===== config.mk =====
export PLATFORM = sky130hd
export DESIGN_NAME = fbc_front
export DESIGN_NICKNAME = d
export VERILOG_FILES = /design/src/rtl/fbc_pkg.sv /design/src/rtl/fbc_front.sv
export SDC_FILE = /design/constraint.sdc
export NUM_CORES = 1
export LEC_CHECK = 0
export BUFFER_PORTS_ARGS = -buffer_cell sky130_fd_sc_hd__buf_2
export CORE_MARGIN = 8
export CORE_UTILIZATION = 49
export CTS_BUF_LIST = sky130_fd_sc_hd__clkbuf_8
export DETAILED_ROUTE_END_ITERATION = 7
export GPL_TIMING_DRIVEN = 0
export PLACE_DENSITY = 0.84
export SYNTH_ARGS = -nofsm -noshare
export SYNTH_HDL_FRONTEND = slang
export SYNTH_SLANG_ARGS = --single-unit
export TNS_END_PERCENT = 10

===== constraint.sdc =====
create_clock -name clk_i -period 11.1 [get_ports clk_i]
set_input_delay 2.22 -clock clk_i [delete_from_list [all_inputs] [get_ports clk_i]]
set_output_delay 2.22 -clock clk_i [all_outputs]
set_load 0.03 [all_outputs]

===== src/rtl/fbc_pkg.sv =====
`timescale 1ns / 1ps
// ----------------------------------------------------------------------------
// fbc_pkg: shared types and constants for the frustum box culling unit
// Request codes, field widths and the queue entry type.
// ----------------------------------------------------------------------------
package fbc_pkg;

  typedef enum logic [1:0] {
    REQ_LOAD    = 2'd0,
    REQ_EXTRACT = 2'd1,
    REQ_TEST    = 2'd2,
    REQ_NONE    = 2'd3
  } req_e;

  localparam int unsigned ValW   = 32;
  localparam int unsigned CoefW  = 33;
  localparam int unsigned NumPl  = 6;
  localparam int unsigned QDepth = 2;

  typedef struct packed {
    req_e                   req;
    logic [3:0]             idx;
    logic signed [ValW-1:0] val;
    logic signed [ValW-1:0] mnx, mny, mnz, mxx, mxy, mxz;
  } cmd_t;

endpackage


===== src/rtl/fbc_front.sv =====
`timescale 1ns / 1ps
// ----------------------------------------------------------------------------
// fbc_front: command intake and queue
// Accept commands, drop unused codes, and queue them for the back end.
// ----------------------------------------------------------------------------
module fbc_front (
  input  logic            clk_i,
  input  logic            rst_ni,
  input  logic            start_i,
  input  fbc_pkg::cmd_t   cmd_i,
  output logic            full_o,
  output logic            q_valid_o,
  output fbc_pkg::cmd_t   q_cmd_o,
  input  logic            q_pop_i
);
  localparam int unsigned Aw = $clog2(fbc_pkg::QDepth);

  fbc_pkg::cmd_t          mem_q [fbc_pkg::QDepth];
  logic [Aw-1:0]          wp_q, rp_q;
  logic [Aw:0]            cnt_q, cnt_d;
  logic                   push;

  assign full_o    = (cnt_q == (Aw+1)'(fbc_pkg::QDepth));
  assign push      = start_i && !full_o && (cmd_i.req != fbc_pkg::REQ_NONE);
  assign q_valid_o = (cnt_q != '0);
  assign q_cmd_o   = mem_q[rp_q];

  always_comb begin
    cnt_d = cnt_q;
    if (push && !(q_pop_i && q_valid_o)) cnt_d = cnt_q + 1'b1;
    else if (!push && q_pop_i && q_valid_o) cnt_d = cnt_q - 1'b1;
  end

  always_ff @(posedge clk_i) begin
    if (push) mem_q[wp_q] <= cmd_i;
  end

  always_ff @(posedge clk_i or negedge rst_ni) begin
    if (!rst_ni) begin
      wp_q  <= '0;
      rp_q  <= '0;
      cnt_q <= '0;
    end else begin
      cnt_q <= cnt_d;
      if (push) wp_q <= wp_q + 1'b1;
      if (q_pop_i && q_valid_o) rp_q <= rp_q + 1'b1;
    end
  end

  a_cnt_bound: assert property (@(posedge clk_i) disable iff (!rst_ni)
    cnt_q <= (Aw+1)'(fbc_pkg::QDepth)) else $error("queue overflow");
  a_no_push_full: assert property (@(posedge clk_i) disable iff (!rst_ni)
    full_o |-> !push) else $error("push while full");
  a_empty_idx: assert property (@(posedge clk_i) disable iff (!rst_ni)
    (cnt_q == '0) |-> (wp_q == rp_q)) else $error("pointer mismatch");
endmodule


# == After elaboration in Yosys (flattened, before gate mapping) ==
# Memories as Yosys holds them, arrays and structs flattened.
# Index checks and enable logic that the tools add are counted.
# word_totals
regBits,4
mem_bits_rw,460
inputBits,234
out_inout_bits,232
elab_cells,25
n_memories,1
# mem_list
memory,words,word_bits,rd,rd_clocked_by_memory_dff,wr,line_no,text
mem_q,2,230,1,0,1,fbc_front.sv:18,fbc_pkg::cmd_t mem_q [fbc_pkg::QDepth];
# classes
n_addsub,4
n_eq_ne,2
n_mux,4
n_reduce_logical,11
# op_table
op,n
1-bit logical AND,6
2-bit 2-to-1 mux,2
2-bit nonzero test,2
1-bit logical NOT,3
"1-bit adder, second input constant",2
"2-bit by 1-bit adder with 2-bit output, second input constant",1
"2-bit equality test, second input constant",1
1-bit 2-to-1 mux,2
"2-bit != test, second input constant",1
"2-bit by 1-bit subtractor with 2-bit output, second input constant",1

# == Logic depth before layout (Yosys ltp) ==
# depth
word_depth,9
depth_mapped,4
depth_no_buf,3

# == Worst setup path after synthesis ==
# OpenSTA, ideal clock, no wires.
# synth_path
path_type,input port to flip-flop
startpoint,in start_i
endpoint,"mem mem_q[0][0] (netlist name), enable pin"
setup_time_ps,824
arrival_time_ps,12104
required_time_ps,10276
slack_ps,-1828
stages,3
path_buffers,0
path_cell_list,a21boi_2 > nand2_1 > nor2_1
# synth_via
elab_chain_len,4
# synth_lines
element,line_no,text
from (decl),fbc_front.sv:9,"input logic start_i,"
1-bit logical AND (2 in series),fbc_front.sv:24,assign push = start_i && !full_o && (cmd_i.req != fbc_pkg::REQ_NONE);
1-bit 2-to-1 mux,fbc_front.sv:35,if (push) mem_q[wp_q] <= cmd_i;
1-bit 2-to-1 mux (implied by the code),fbc_front.sv:35,
to (decl),fbc_front.sv:18,
# No other way between the ends.

==> metrics.csv <==
metric;value;unit
run_status;finished clean;
crit_buf_inv;4;
syn_area;17600;sq um
fin_util;0.625;
skew;0.0177;ns
yosys.area.top_type;edfxtp_1;
grt_pass1_vias;9859;
ctsHoldBuffers;0;
clock_sinks;464;
power_leakage;8.96;nW
ctsResizeCount;0;
worstPathRequired;8.88;ns
irDropWorstVdd;244;uV
synth_area_per_cell;23.9;sq um
path_clk_slew;0.06;ns
grt_max_degree;66;
power;0.00599;W
finalMaxSlewViolations;0;
busiest_layer;met2;
gp_congestion;0.761;
crit_path_start_kind;flop;
yosys_warnings;0;
grtUsageMet2;0.316;
overflow;0;
ff2ff_path_depth;4;
die_w;206;microns
die_area;42300;sq um
path_max_fanout;10;
cp_data_arrival_time;2.08;ns
yosysTopAreaCellShare;0.783;
wl_per_cell;22.6;microns
die_y;206;microns
ant_nets;0;
grt_pass1_wl;58200;microns
routed_via_density;5.01;
floorplan.initialDensity;0.497;
grt_use_met3;0.0718;
clk_path_buf_depth;3;
cts_tree;done;
core;35500;sq um
critPathKind;reg2out;
dr.pass1.iters;5;
track_usage;0.184;
power_density;270;nW/um^2
crit_chain;buf_6, buf_6, buf_6, mux2_4, buf_2;
rsz0062_at_grt;false;
fp-row-count;69;
crit_cells;5;
final-hold-violation-count;0;
antenna_found_initial;11;
relSlewSlack;0.432;
worst_path_dominant_cell_family;buffers and inverters;
synthToLayoutAreaGrowth;25.7;%
yosys-top-cells-area;edfxtp_1 (78%), mux2_4 (16%), mux2_2 (2.6%);
min_period;4.30;ns
cp_slowest_stage_delay;0.34;ns
ys_seq_area_frac;0.788;
min_period_over_period;0.387;
cp_slowest_cell;dfrtp_1;
synth_cells;738;
tightest_slew;0.852;ns
insertion_delay;0.59;ns
hpwlAfterDp;29800;microns
post-cts-setup-buffers;0;
critPathCaptureType;primary output;
fmax;233;MHz
dr.first_iter.drc_count;454;
root_buffer;clkbuf_8;
synth.distinct_cells;20;
via_count;9092;
ys_ff_latch;464;
setup_viol;0;
drt_wl_total;40900;microns
drc_errors;0;
maxCapViolCount;0;
syn_nets;972;
hold_class;reg2reg;
crit_path_frequent_cell;buf_6;
drive_gt1_frac;0.614;
use_met1;0.202;
cts_max_level;3;
final_nets;1525;
whs_path_depth;1;
num_io_pins;466;
io_buffers;465;
cts-buffers-inserted;75;
-- cells in the mapped netlist --
cell type / instances
edfxtp_1: 460
mux2_4: 190
mux2_2: 40
buf_6: 11
buf_8: 10
buf_2: 4
dfrtp_1: 4
nand2_1: 3
nand2b_1: 3
nor2_1: 2
xnor2_1: 2
a21boi_2: 1
a311o_1: 1
and3_1: 1
buf_12: 1
inv_1: 1
mux2i_1: 1
nor3b_1: 1
o221ai_1: 1
or2_2: 1
-- power breakdown --
part	leakage (nW)	total, W	switching, W	internal [W]
logic	3.87	0.00235	0.00143	0.000924
clock network	0.789	0.00132	0.000632	0.000690
registers	4.31	0.00232	0.0000691	0.00225
total	8.96	0.00599	0.00213	0.00387
-- final timing paths --
| path | start | end | slack, ns |
|---|---|---|---|
| worst min register to register | wp_q | wp_q | 0.55 |
| worst max-delay path | rp_q | q_cmd_o[181] | 6.80 |
| worst min-delay path | wp_q | wp_q | 0.55 |
| max in group asynchronous | rst_ni | cnt_q[0] | 9.54 |
| worst max register to register | cnt_q[0] | mem_q[1][67] | 8.60 |
| min in group asynchronous | rst_ni | rp_q | 1.44 |
-- worst register-to-register path, cell delays in order (launching register included) --
cell      delay [ns]
dfrtp_1         0.41
nand2b_1        0.21
and3_4          0.76
buf_16          0.36
buf_16          0.36
-- cells by family (layout without fill, tap and decap cells) --
| kind of cell | after synthesis | after routing | synth area share |
|---|---|---|---|
| mux | 231 | 231 | 0.188 |
| xor+xnor | 2 | 2 | 0.000993 |
| simple gates | 11 | 11 | 0.00326 |
| buf+inv | 27 | 635 | 0.0180 |
| flops | 464 | 464 | 0.788 |
| compound gates | 3 | 3 | 0.00170 |
| other cells | 0 | 7 | 0 |
-- placed cells by master (no fill, tap or decap), types with 2 or more instances in the layout --
master / netlist / final
buf_12: 1 / 8
nand2b_1: 3 / 3
inv_1: 1 / 29
buf_6: 11 / 11
clkbuf_8: 0 / 77
buf_16: 0 / 4
xnor2_1: 2 / 2
buf_8: 10 / 10
mux2_4: 190 / 190
clkinv_2: 0 / 7
nand2_1: 3 / 3
bufinv_16: 0 / 2
dfrtp_1: 4 / 4
buf_2: 4 / 469
clkinvlp_4: 0 / 2
diode_2: 0 / 7
edfxtp_1: 460 / 460
mux2_2: 40 / 40
clkinv_1: 0 / 14
clkinv_4: 0 / 2
-- per-stage QoR --
step	std cells	instance area [sq um]	setup TNS, ns	hold slack [ns]	setup WS, ns
5_1_grt	1811	22200	0	0.588	6.70
2_1_floorplan	738	17700	0	0.478	2.07
6_report	1814	22200	0	0.545	6.80
3_5_place_dp	1675	20800	0	0.538	6.48
4_1_cts	1807	22200	0	0.550	6.71
3_3_place_gp	1664	20600	-291.34	0.494	-1.12
-- routing by layer --
metal / wire (microns) / up-vias
met3: 4380 / 69
met4: 999 / 8
met5: 53 / -
met1: 14600 / 4501
met2: 20900 / 429
li1: - / 4085
-- sequential cells by signal, indices dropped and copies added, names as in the netlist --
name,flops
wp_q,1
mem_q,460
cnt_q,2
rp_q,1
-- layout make-up --
type	count	area, sq um
repair buffers	476	2580
clock inverters	55	285
inverters	1	3.75
multi-input cells	247	3430
diodes	7	17.5
plain buffers	26	314
clock buffers	77	1060
flip-flops and latches	464	13900
well taps	461	577
fillers	2392	13300
(Power assumes the default switching activity.)
